===== src/rtl/core/rar_pkg.sv =====
// Shared constants and types for the rational arithmetic reduction block.
`timescale 1ns / 1ps
`default_nettype none

package rar_pkg;

    // Default operand width of each fraction part
    localparam int IN_WIDTH_DEF = 16;

    // Operation selector carried on the input tuser
    typedef enum logic [1:0] {
        KIND_ADD = 2'd0,
        KIND_SUB = 2'd1,
        KIND_MUL = 2'd2,
        KIND_DIV = 2'd3
    } kind_t;

    // Handshake between the sequencer and the shared divider
    typedef struct packed {
        logic start;
    } div_ctrl_t;

    typedef struct packed {
        logic done;
    } div_stat_t;

endpackage

`default_nettype wire


===== src/rtl/core/rar_mul.sv =====
// Shared signed multiplier with a registered product.
`timescale 1ns / 1ps
`default_nettype none

module rar_mul #(
    parameter int IN_WIDTH = rar_pkg::IN_WIDTH_DEF
) (
    input  wire logic                        aclk,
    input  wire logic signed [IN_WIDTH-1:0]  op_a,
    input  wire logic signed [IN_WIDTH-1:0]  op_b,
    output logic signed [2*IN_WIDTH-1:0]     prod
);

    logic signed [2*IN_WIDTH-1:0] prod_reg;

    always_ff @(posedge aclk) begin
        prod_reg <= op_a * op_b;
    end

    assign prod = prod_reg;

endmodule

`default_nettype wire


===== src/rtl/core/rar_div.sv =====
// Shared restoring divider on unsigned magnitudes, one quotient bit per cycle.
`timescale 1ns / 1ps
`default_nettype none

module rar_div #(
    parameter int W = 2 * rar_pkg::IN_WIDTH_DEF
) (
    input  wire logic              aclk,
    input  wire logic              aresetn,
    input  wire rar_pkg::div_ctrl_t ctrl,
    input  wire logic [W-1:0]      dividend,
    input  wire logic [W-1:0]      divisor,
    output logic [W-1:0]           quotient,
    output logic [W-1:0]           remainder,
    output rar_pkg::div_stat_t     stat
);

    localparam int CNT_W = $clog2(W + 1);

    logic [W-1:0]     pr_reg;
    logic [W-1:0]     quo_reg;
    logic [W-1:0]     dsr_reg;
    logic [CNT_W-1:0] cnt_reg;
    logic             busy_reg;
    logic             done_reg;

    logic [W:0]       shifted;
    logic [W+1:0]     diff;
    logic             ge;

    assign shifted = {pr_reg, quo_reg[W-1]};
    assign diff    = {1'b0, shifted} - {2'b00, dsr_reg};
    assign ge      = ~diff[W+1];

    always_ff @(posedge aclk) begin
        if (!aresetn) begin
            busy_reg <= 1'b0;
            done_reg <= 1'b0;
            cnt_reg  <= '0;
        end else begin
            done_reg <= 1'b0;
            if (ctrl.start) begin
                busy_reg <= 1'b1;
                cnt_reg  <= CNT_W'(W);
            end else if (busy_reg) begin
                cnt_reg <= cnt_reg - 1'b1;
                if (cnt_reg == CNT_W'(1)) begin
                    busy_reg <= 1'b0;
                    done_reg <= 1'b1;
                end
            end
        end
    end

    always_ff @(posedge aclk) begin
        if (ctrl.start) begin
            pr_reg  <= '0;
            quo_reg <= dividend;
            dsr_reg <= divisor;
        end else if (busy_reg) begin
            // keep the trial difference when it does not borrow
            pr_reg  <= ge ? diff[W-1:0] : shifted[W-1:0];
            quo_reg <= {quo_reg[W-2:0], ge};
        end
    end

    assign quotient   = quo_reg;
    assign remainder  = pr_reg;
    assign stat.done  = done_reg;

endmodule

`default_nettype wire


===== src/rtl/core/rational_arith_reduce.sv =====
// Top level: fraction arithmetic with gcd reduction on a shared multiplier and divider.
//
//  channel | dir | handshake          | payload
//  s_      | in  | s_tvalid/s_tready  | tdata: num_a, den_a, num_b, den_b; tuser: kind
//  m_      | out | m_tvalid/m_tready  | tdata: res_num, res_den; tuser: zero_gcd
//
//  Each item runs its Euclidean steps on the bit-serial divider, then divides the numerator
//  and the denominator by the gcd; the bit-serial divider sets how long an item takes.
//  Cross products go through one multiplier, one operand pair per step.
//  Reset is synchronous, active low; s_tready is high only while no item is in work.
//  A finished result waits in the output register; the next item may be taken meanwhile.
`timescale 1ns / 1ps
`default_nettype none

module rational_arith_reduce #(
    parameter int IN_WIDTH = rar_pkg::IN_WIDTH_DEF
) (
    input  wire logic                                  aclk,
    input  wire logic                                  aresetn,
    input  wire logic                                  s_tvalid,
    output logic                                       s_tready,
    // num_a, den_a, num_b, den_b from bit 0 up
    input  wire logic [((4*IN_WIDTH+7)/8)*8-1:0]       s_tdata,
    // kind
    input  wire logic [1:0]                            s_tuser,
    output logic                                       m_tvalid,
    input  wire logic                                  m_tready,
    // res_num, res_den from bit 0 up, zero padded
    output logic [((2*(2*IN_WIDTH+1)+7)/8)*8-1:0]      m_tdata,
    // zero_gcd
    output logic [0:0]                                 m_tuser
);

    localparam int RES_WIDTH = 2 * IN_WIDTH + 1;
    localparam int MAG_W     = 2 * IN_WIDTH;
    localparam int M_DATA_W  = ((2 * RES_WIDTH + 7) / 8) * 8;

    typedef enum logic [2:0] {
        ST_IDLE,
        ST_MUL,
        ST_EUC,
        ST_REM,
        ST_QN,
        ST_QD,
        ST_OUT
    } state_t;

    function automatic logic [MAG_W-1:0] mag(input logic signed [RES_WIDTH-1:0] x);
        logic signed [RES_WIDTH-1:0] a;
        a = x[RES_WIDTH-1] ? -x : x;
        return a[MAG_W-1:0];
    endfunction

    function automatic logic signed [RES_WIDTH-1:0] signed_of(input logic neg,
                                                             input logic [MAG_W-1:0] m);
        logic signed [RES_WIDTH-1:0] a;
        a = $signed({1'b0, m});
        return neg ? -a : a;
    endfunction

    state_t                         state_reg, state_next;
    logic                           m_tvalid_reg, m_tvalid_next;
    logic [M_DATA_W-1:0]            m_tdata_reg, m_tdata_next;
    logic                           m_tuser_reg, m_tuser_next;
    logic                           zero_reg, zero_next;

    rar_pkg::kind_t                 kind_reg;
    logic signed [IN_WIDTH-1:0]     na_reg, da_reg, nb_reg, db_reg;
    logic [1:0]                     step_reg;
    logic signed [MAG_W-1:0]        p0_reg, p1_reg;
    logic signed [RES_WIDTH-1:0]    n_reg, d_reg, m_reg, k_reg, qn_reg, qd_reg;

    logic signed [IN_WIDTH-1:0]     mul_a, mul_b;
    logic signed [MAG_W-1:0]        prod;
    logic signed [RES_WIDTH-1:0]    p0x, p1x, prodx, n_raw;

    rar_pkg::div_ctrl_t             div_ctrl;
    rar_pkg::div_stat_t             div_stat;
    logic [MAG_W-1:0]               div_dvd, div_dsr, div_quo, div_rem;

    logic                           out_free;
    logic                           s_accept;

    rar_mul #(.IN_WIDTH(IN_WIDTH)) u_mul (
        .aclk (aclk),
        .op_a (mul_a),
        .op_b (mul_b),
        .prod (prod)
    );

    rar_div #(.W(MAG_W)) u_div (
        .aclk      (aclk),
        .aresetn   (aresetn),
        .ctrl      (div_ctrl),
        .dividend  (div_dvd),
        .divisor   (div_dsr),
        .quotient  (div_quo),
        .remainder (div_rem),
        .stat      (div_stat)
    );

    assign s_tready = (state_reg == ST_IDLE);
    assign s_accept = s_tvalid && s_tready;
    assign out_free = !m_tvalid_reg || m_tready;

    // operand pairs: step 0 first product, step 1 da*nb, step 2 denominator
    always_comb begin
        case (step_reg)
            2'd0: begin
                mul_a = na_reg;
                mul_b = (kind_reg == rar_pkg::KIND_MUL) ? nb_reg : db_reg;
            end
            2'd1: begin
                mul_a = da_reg;
                mul_b = nb_reg;
            end
            default: begin
                mul_a = da_reg;
                mul_b = (kind_reg == rar_pkg::KIND_DIV) ? nb_reg : db_reg;
            end
        endcase
    end

    assign p0x   = RES_WIDTH'(p0_reg);
    assign p1x   = RES_WIDTH'(p1_reg);
    assign prodx = RES_WIDTH'(prod);

    always_comb begin
        case (kind_reg)
            rar_pkg::KIND_ADD: n_raw = p0x + p1x;
            rar_pkg::KIND_SUB: n_raw = p0x - p1x;
            default:           n_raw = p0x;
        endcase
    end

    // divider requests
    always_comb begin
        div_ctrl.start = 1'b0;
        div_dvd        = mag(m_reg);
        div_dsr        = mag(k_reg);
        case (state_reg)
            ST_EUC: begin
                if (k_reg != '0) begin
                    div_ctrl.start = 1'b1;
                end else if (m_reg != '0) begin
                    div_ctrl.start = 1'b1;
                    div_dvd        = mag(n_reg);
                    div_dsr        = mag(m_reg);
                end
            end
            ST_QN: begin
                div_dvd        = mag(d_reg);
                div_dsr        = mag(m_reg);
                div_ctrl.start = div_stat.done;
            end
            default: ;
        endcase
    end

    always_comb begin
        state_next    = state_reg;
        m_tvalid_next = m_tvalid_reg;
        m_tdata_next  = m_tdata_reg;
        m_tuser_next  = m_tuser_reg;
        zero_next     = zero_reg;
        if (m_tvalid_reg && m_tready) begin
            m_tvalid_next = 1'b0;
        end
        case (state_reg)
            ST_IDLE: begin
                if (s_accept) begin
                    state_next = ST_MUL;
                end
            end
            ST_MUL: begin
                if (step_reg == 2'd3) begin
                    state_next = ST_EUC;
                end
            end
            ST_EUC: begin
                if (k_reg != '0) begin
                    state_next = ST_REM;
                end else if (m_reg != '0) begin
                    state_next = ST_QN;
                    zero_next  = 1'b0;
                end else begin
                    state_next = ST_OUT;
                    zero_next  = 1'b1;
                end
            end
            ST_REM: begin
                if (div_stat.done) begin
                    state_next = ST_EUC;
                end
            end
            ST_QN: begin
                if (div_stat.done) begin
                    state_next = ST_QD;
                end
            end
            ST_QD: begin
                if (div_stat.done) begin
                    state_next = ST_OUT;
                end
            end
            ST_OUT: begin
                if (out_free) begin
                    m_tvalid_next = 1'b1;
                    m_tdata_next  = zero_reg ? '0 : M_DATA_W'({qd_reg, qn_reg});
                    m_tuser_next  = zero_reg;
                    state_next    = ST_IDLE;
                end
            end
            default: state_next = ST_IDLE;
        endcase
    end

    always_ff @(posedge aclk) begin
        if (!aresetn) begin
            state_reg    <= ST_IDLE;
            m_tvalid_reg <= 1'b0;
            m_tuser_reg  <= 1'b0;
            zero_reg     <= 1'b0;
        end else begin
            state_reg    <= state_next;
            m_tvalid_reg <= m_tvalid_next;
            m_tuser_reg  <= m_tuser_next;
            zero_reg     <= zero_next;
        end
        m_tdata_reg <= m_tdata_next;
    end

    // datapath registers
    always_ff @(posedge aclk) begin
        if (s_accept) begin
            kind_reg <= rar_pkg::kind_t'(s_tuser);
            na_reg   <= s_tdata[IN_WIDTH-1:0];
            da_reg   <= s_tdata[2*IN_WIDTH-1:IN_WIDTH];
            nb_reg   <= s_tdata[3*IN_WIDTH-1:2*IN_WIDTH];
            db_reg   <= s_tdata[4*IN_WIDTH-1:3*IN_WIDTH];
            step_reg <= 2'd0;
        end
        case (state_reg)
            ST_MUL: begin
                step_reg <= step_reg + 2'd1;
                if (step_reg == 2'd1) begin
                    p0_reg <= prod;
                end
                if (step_reg == 2'd2) begin
                    p1_reg <= prod;
                end
                if (step_reg == 2'd3) begin
                    n_reg <= n_raw;
                    d_reg <= prodx;
                    m_reg <= n_raw;
                    k_reg <= prodx;
                end
            end
            ST_REM: begin
                // remainder takes the sign of the dividend
                if (div_stat.done) begin
                    m_reg <= k_reg;
                    k_reg <= signed_of(m_reg[RES_WIDTH-1], div_rem);
                end
            end
            ST_QN: begin
                if (div_stat.done) begin
                    qn_reg <= signed_of(n_reg[RES_WIDTH-1] ^ m_reg[RES_WIDTH-1], div_quo);
                end
            end
            ST_QD: begin
                if (div_stat.done) begin
                    qd_reg <= signed_of(d_reg[RES_WIDTH-1] ^ m_reg[RES_WIDTH-1], div_quo);
                end
            end
            default: ;
        endcase
    end

    assign m_tvalid   = m_tvalid_reg;
    assign m_tdata    = m_tdata_reg;
    assign m_tuser[0] = m_tuser_reg;

endmodule

`default_nettype wire


===== config.mk =====
export PLATFORM = sky130hd
export DESIGN_NAME = rational_arith_reduce
export DESIGN_NICKNAME = d
export VERILOG_FILES = /design/src/rtl/core/rar_pkg.sv /design/src/rtl/core/rar_mul.sv /design/src/rtl/core/rar_div.sv /design/src/rtl/core/rational_arith_reduce.sv
export SDC_FILE = /design/constraint.sdc
export NUM_CORES = 2
export LEC_CHECK = 0
export BUFFER_PORTS_ARGS = -buffer_cell sky130_fd_sc_hd__buf_2
export CORE_MARGIN = 1.5
export CORE_UTILIZATION = 25
export DETAILED_ROUTE_END_ITERATION = 16
export PLACE_DENSITY = 0.4
export RECOVER_POWER = 50
export SETUP_SLACK_MARGIN = 0.4
export SYNTH_ARGS = -nofsm -noshare
export SYNTH_HDL_FRONTEND = slang
export SYNTH_SLANG_ARGS = --single-unit
export TNS_END_PERCENT = 5

===== constraint.sdc =====
create_clock -name aclk -period 8.7 [get_ports aclk]
set_input_delay 0.87 -clock aclk [delete_from_list [all_inputs] [get_ports aclk]]
set_output_delay 0.87 -clock aclk [all_outputs]
set_load 0.03 [all_outputs]

; Word-level counts from Yosys, hierarchy flattened
; Cells that the tools add are included.
[word_totals]
word_cells = 141
output_inout_bits = 75
reg_bits = 543
in_bits = 70
[classes]
n_mul = 1
reduce_logical = 23
n_bitwise = 6
mux = 51
n_addsub = 11
n_eq_ne = 19
[ops]
columns = cell, count
row1 = 32-bit two-way mux, 13
row2 = 33-bit one-hot mux with 2 select lines, 3
row3 = 33-bit two-way mux, 5
row4 = 32-bit negator, 4
row5 = 32-bit one-hot mux with 2 select lines, 2
row6 = 32-bit negator with 33-bit output, 2
row7 = 33-bit nonzero test, 2
row8 = 16-bit two-way mux, 3
row9 = 33-bit by 32-bit subtractor with 34-bit output, 1
row10 = 32-bit by 32-bit adder with 33-bit output, 1
row11 = 32-bit by 32-bit subtractor with 33-bit output, 1
row12 = 16-bit by 16-bit multiplier with 32-bit output, 1
row13 = 16-bit one-hot mux with 2 select lines, 1
row14 = 3-bit two-way mux, 7
row15 = 3-bit one-hot mux with 7 select lines, 1
row16 = 2-bit AND reduction, 7
row17 = 6-bit two-way mux, 2
row18 = 1-bit two-way mux, 10
row19 = 3-bit equality test (second input constant), 3
row20 = 2-bit equality test (second input constant), 4
row21 = 2-bit by 1-bit != test with 1-bit output (second input constant), 4
row22 = 3-bit by 2-bit equality test with 1-bit output (second input constant), 2
row23 = 6-bit by 1-bit equality test with 1-bit output (second input constant), 1
row24 = 2-bit two-way mux, 3
row25 = other kinds (18), 28

; Longest topological paths before layout
[logic_depth]
depth_word = 6
ltp_mapped = 31
ltp_nobuf = 29

; By module
; A second synthesis with hierarchy kept.
[hier_totals]
hier_cells = 3690
hier_area_um2 = 38553.2
[by_module_without_submodules]
columns = mod, instances, seq_area_each_um2, area_per_inst_um2, cells_per_inst
row1 = rational_arith_reduce, 1, 11981.5, 21902.3, 1965
row2 = rar_mul, 1, 640.6, 10726.5, 1164
row3 = rar_div, 1, 2722.6, 5924.4, 561

; Worst setup path after synthesis
; OpenSTA, ideal clock, no wires.
[synth_timing]
path_kind = register -> register
startpoint = register kind_reg[1]
endpoint = register u_mul.prod_reg[30], in the netlist u_mul.prod[30]
t_arrival_ns = 7.368
slack_ns = 1.260
path_stages_with_launch = 28
n_path_buf = 3
setup_time_ns = 0.072
synth_period_minus_slack_ns = 7.440
required_time_ns = 8.628
path_cell_list = edfxtp_1 clkbuf_1 inv_1 o21ai_0 o21ai_0 clkbuf_1 a221oi_1 clkbuf_1 nor2_1 fa_1 inv_1 fa_1 fa_1 inv_1 fa_1 fa_1 inv_1 fa_1 inv_1 ha_1 a211o_1 or3_1 o21ai_0 a21oi_1 o21ai_0 o211ai_1 a21oi_1 xnor2_1
[synth_between]
elab_chain_cells = 4
word_cells_on_any_way = 6
cone_classes = mul (1) / eq/ne (2) / mux (3)
[synth_lines]
columns = element, line_no
row1 = from (decl), rational_arith_reduce.sv:67  ; rar_pkg::kind_t kind_reg;
row2 = from (signal assigned), rational_arith_reduce.sv:236  ; kind_reg <= rar_pkg::kind_t'(s_tuser);
row3 = "2-bit equality test, on equally long branches", "rational_arith_reduce.sv:119, rational_arith_reduce.sv:111"
row4 = "16-bit two-way mux, on equally long branches", "rational_arith_reduce.sv:119, rational_arith_reduce.sv:111"
row5 = 16-bit one-hot mux with 2 select lines *, rational_arith_reduce.sv:108  ; case (step_reg)
row6 = 16-bit by 16-bit multiplier with 32-bit output *, rar_mul.sv:17  ; prod_reg <= op_a * op_b;
row7 = to (signal assigned), rar_mul.sv:17
row8 = to (decl), rar_mul.sv:14  ; logic signed [2*IN_WIDTH-1:0] prod_reg;
; Every way passes the cells marked *; elsewhere a longest branch is shown, timed or not.
; A chain may end at the register's enable or synchronous reset.

; Final worst setup path
[layout_timing]
startpoint = register step_reg[0]
endpoint = register u_mul.prod_reg[31], in the netlist u_mul.prod[31]
[layout_between]
elab_chain_cells = 3
word_cells_on_any_way = 5
cone_classes = mul (1) / eq/ne (1) / mux (2) / reduce/logical (1)
[layout_lines]
columns = element, line_no
row1 = from (decl), rational_arith_reduce.sv:69  ; logic [1:0] step_reg;
row2 = from (signal assigned), rational_arith_reduce.sv:245  ; step_reg <= step_reg + 2'd1;
row3 = 2-bit by 1-bit equality test with 1-bit output or 2-bit logical NOT (tied branches), rational_arith_reduce.sv:108
row4 = 16-bit one-hot mux with 2 select lines or 16-bit two-way mux (tied branches), rational_arith_reduce.sv:108
row5 = 16-bit by 16-bit multiplier with 32-bit output *, rar_mul.sv:17
; Marks and branches as above.

==> results.sh <==
export IMPL_grt_pass1_vias=27690
export IMPL_maxCapViolations=11
export IMPL_root_buffer="clkbuf_16"
export IMPL_cts_buffers=66
export IMPL_rsz0062_at_grt="yes"
export IMPL_grt_ovfl_total=0
export IMPL_arrival_ns=8.37
export IMPL_placed_area_mm2=0.0411
export IMPL_cts_hold_buffers=0
export IMPL_relSlewSlack_pct=-140
export IMPL_worst_path_stages=25
export IMPL_cts_resized_gates=0
export IMPL_cts_tree="built"
export IMPL_path_common_cell="fa_1"
export IMPL_min_from="s_tdata[25]"
export IMPL_fin_util_pct=28.7
export IMPL_path_buf_inv=5
export IMPL_reg2reg_depth=25
export IMPL_r2r_end="u_mul.prod[31]"
export IMPL_drive_gt1_share_pct=7.86
export IMPL_synthToLayoutAreaGrowth_pct=13.8
export IMPL_finClkSkew_ns=0.0356
export IMPL_final_cell_mix="edfxtp_1 (459), inv_1 (378), nor2_1 (373), nand2_1 (354), fa_1 (263)"
export IMPL_viasPerCell=4.55
export IMPL_worstPathRequired_ns=9.20
export IMPL_crit_path_top_delay_cell="a221oi_2"
export IMPL_coreArea_mm2=0.150
export IMPL_std_cell_rows=142
export IMPL_syn_inst=3678
export IMPL_ys_flop_type="edfxtp_1"
export IMPL_hold_violations=0
export IMPL_fmax_ghz=0.127
export IMPL_die_height_um=392
export IMPL_path_class="flop to flop"
export IMPL_cp_slowest_stage_delay_ns=0.87
export IMPL_tightest_slew_ns=3.61
export IMPL_ant_nets=0
export IMPL_status="finished with violations"
export IMPL_synth_area_mm2=0.0378
export IMPL_drt_iter0_drc=1578
export IMPL_yosysSeqAreaShare_pct=40.5
export IMPL_fp_dieArea_mm2=0.154
export IMPL_clock_sinks=537
export IMPL_tns_ns=0
export IMPL_clk_pin_slew_ns=0.06
export IMPL_yosysUniqueCellTypes=84
export IMPL_fin_crit_ns=7.87
export IMPL_synthArstFlopShare_pct=0
export IMPL_io_buffers=138
export IMPL_vias=26754
export IMPL_end_kind="flop"
export IMPL_drc=0
export IMPL_synth_ff_latch_count=537
export IMPL_synth_edf_count=459
export IMPL_fin_crit_sh_pct=90.4
export IMPL_hpwl_um=89100
export IMPL_worstPathMaxFanout=23
export IMPL_cts_setup_buffers=0
export IMPL_start_util_pct=25.2
export IMPL_wire_per_inst_um=19.4
export IMPL_crit_start="step_reg[0]"
export IMPL_r2r_start="step_reg[0]"
export IMPL_clk_path_buf_depth=3
export IMPL_final_nets=4308
export IMPL_grt_max_degree=80
export IMPL_largest_reg_flops=66
export IMPL_setup_viol=0
export IMPL_rrSetupSlack_ns=0.83
export IMPL_io_pins=145
export IMPL_fin_area_mm2=0.0431
export IMPL_violations="capacitance limit, slew limit"
export IMPL_final_common_cell="edfxtp_1"
export IMPL_wirelength_um=114000
export IMPL_antenna_found_initial=4
export IMPL_min_path_type="primary input to flop"
export IMPL_first_pass_iters=8
export IMPL_htree_levels=3
export IMPL_avgSynthCellArea_um2=10.3
export IMPL_place_congestion=0.856
export IMPL_endpoint="u_mul.prod[31]"
export IMPL_insertion_delay_ns=0.66
export IMPL_grt_use_total_pct=15.0
export IMPL_grt_pass1_wl_um=174000
export IMPL_crit_family="adder cells"
export IMPL_yosys_warnings=0
export IMPL_maxSlewViolCount=515
export IMPL_worst_setup_path_start_kind="flop"
export IMPL_whs_ns=0.394
export IMPL_die_w_um=392
[synthesized netlist by cell type, drive strengths merged (24+ instances only)]
cell,n,area (µm²)
o31ai,56,420
nor2,375,1410
nand2b,34,213
a31oi,27,169
dfxtp,78,1560
o41ai,24,218
nor2b,81,507
nor3,63,315
o21ai,191,956
o22ai,27,169
ha,159,1990
or4,32,244
clkbuf,111,417
a21oi,155,780
inv,379,1430
a21o,37,278
mux2,38,432
xnor2,155,1360
or3,38,238
mux2i,36,360
fa,264,5290
edfxtp,459,13800
o21a,28,210
nand2,355,1340
xor2,173,1520
buf,31,195
[per-layer routing]
layer  track usage (%)  up-vias  wire length, µm
li1                  -    12922                -
met1              20.0    13204            53700
met2              25.5      498            54300
met3              1.85      130             3810
met4              3.79        0             2640
met5                 0        -                0
[worst register-to-register path, stage by stage, from the launching register on]
cell and delay, ns:
edfxtp_1 0.41, ha_1 0.30, a31o_2 0.42, a221oi_2 0.87, buf_4 0.29, nor2_1 0.07, fa_1 0.50, inv_1 0.05
fa_1 0.55, fa_1 0.44, fa_1 0.50, inv_1 0.06, fa_1 0.53, inv_1 0.05, fa_1 0.54, inv_1 0.04
ha_1 0.36, a21oi_1 0.08, o21ai_0 0.41, a22oi_1 0.17, a21oi_1 0.27, nor2_1 0.09, a211o_1 0.32, o211ai_1 0.19
a21oi_1 0.10, xnor2_1 0.12
[worst min-delay path by stage]
stage	endpoint	slack, ns	cells past startpoint
after floorplan	d_reg[0]	0.44	0
after global placement	m_tuser	0.47	2
after detailed placement	m_tuser	0.48	2
after CTS	da_reg[9]	0.34	1
after global routing	da_reg[12]	0.35	1
final	da_reg[9]	0.39	1
[per-stage QoR]
stage	instances	setup slack, ns
2_1_floorplan	3683	1.26
4_1_cts	5882	0.461
3_5_place_dp	5763	0.514
3_3_place_gp	5763	0.579
6_report	5883	0.833
5_1_grt	5882	0.378
[cell families (layout without fill, tap and decap cells)]
group	count (synthesis)	count (layout)	synth area share, %
and+or+nand+nor	1097	1097	13.4
buffers and inverters	521	704	5.38
other	1	7	0.00991
muxes	74	74	2.09
DFF	537	537	40.5
AOI/OAI and AO/OA	697	697	11.8
xor gates and xnor gates	328	328	7.59
adders and majority gates	423	423	19.2
[cell type report]
type,count,area (µm²)
Inverter,379,1430
Clock inverter,35,350
Timing Repair Buffer,206,1050
Antenna cell,1,2.50
Fill cell,15845,107000
Multi-Input combinational cell,2625,20600
Clock buffer,84,1780
Sequential cell,537,15300
Tap cell,2016,2520
Power is not shown: default switching activity piles up to over one toggle a cycle in this logic, so the estimate is an artifact.
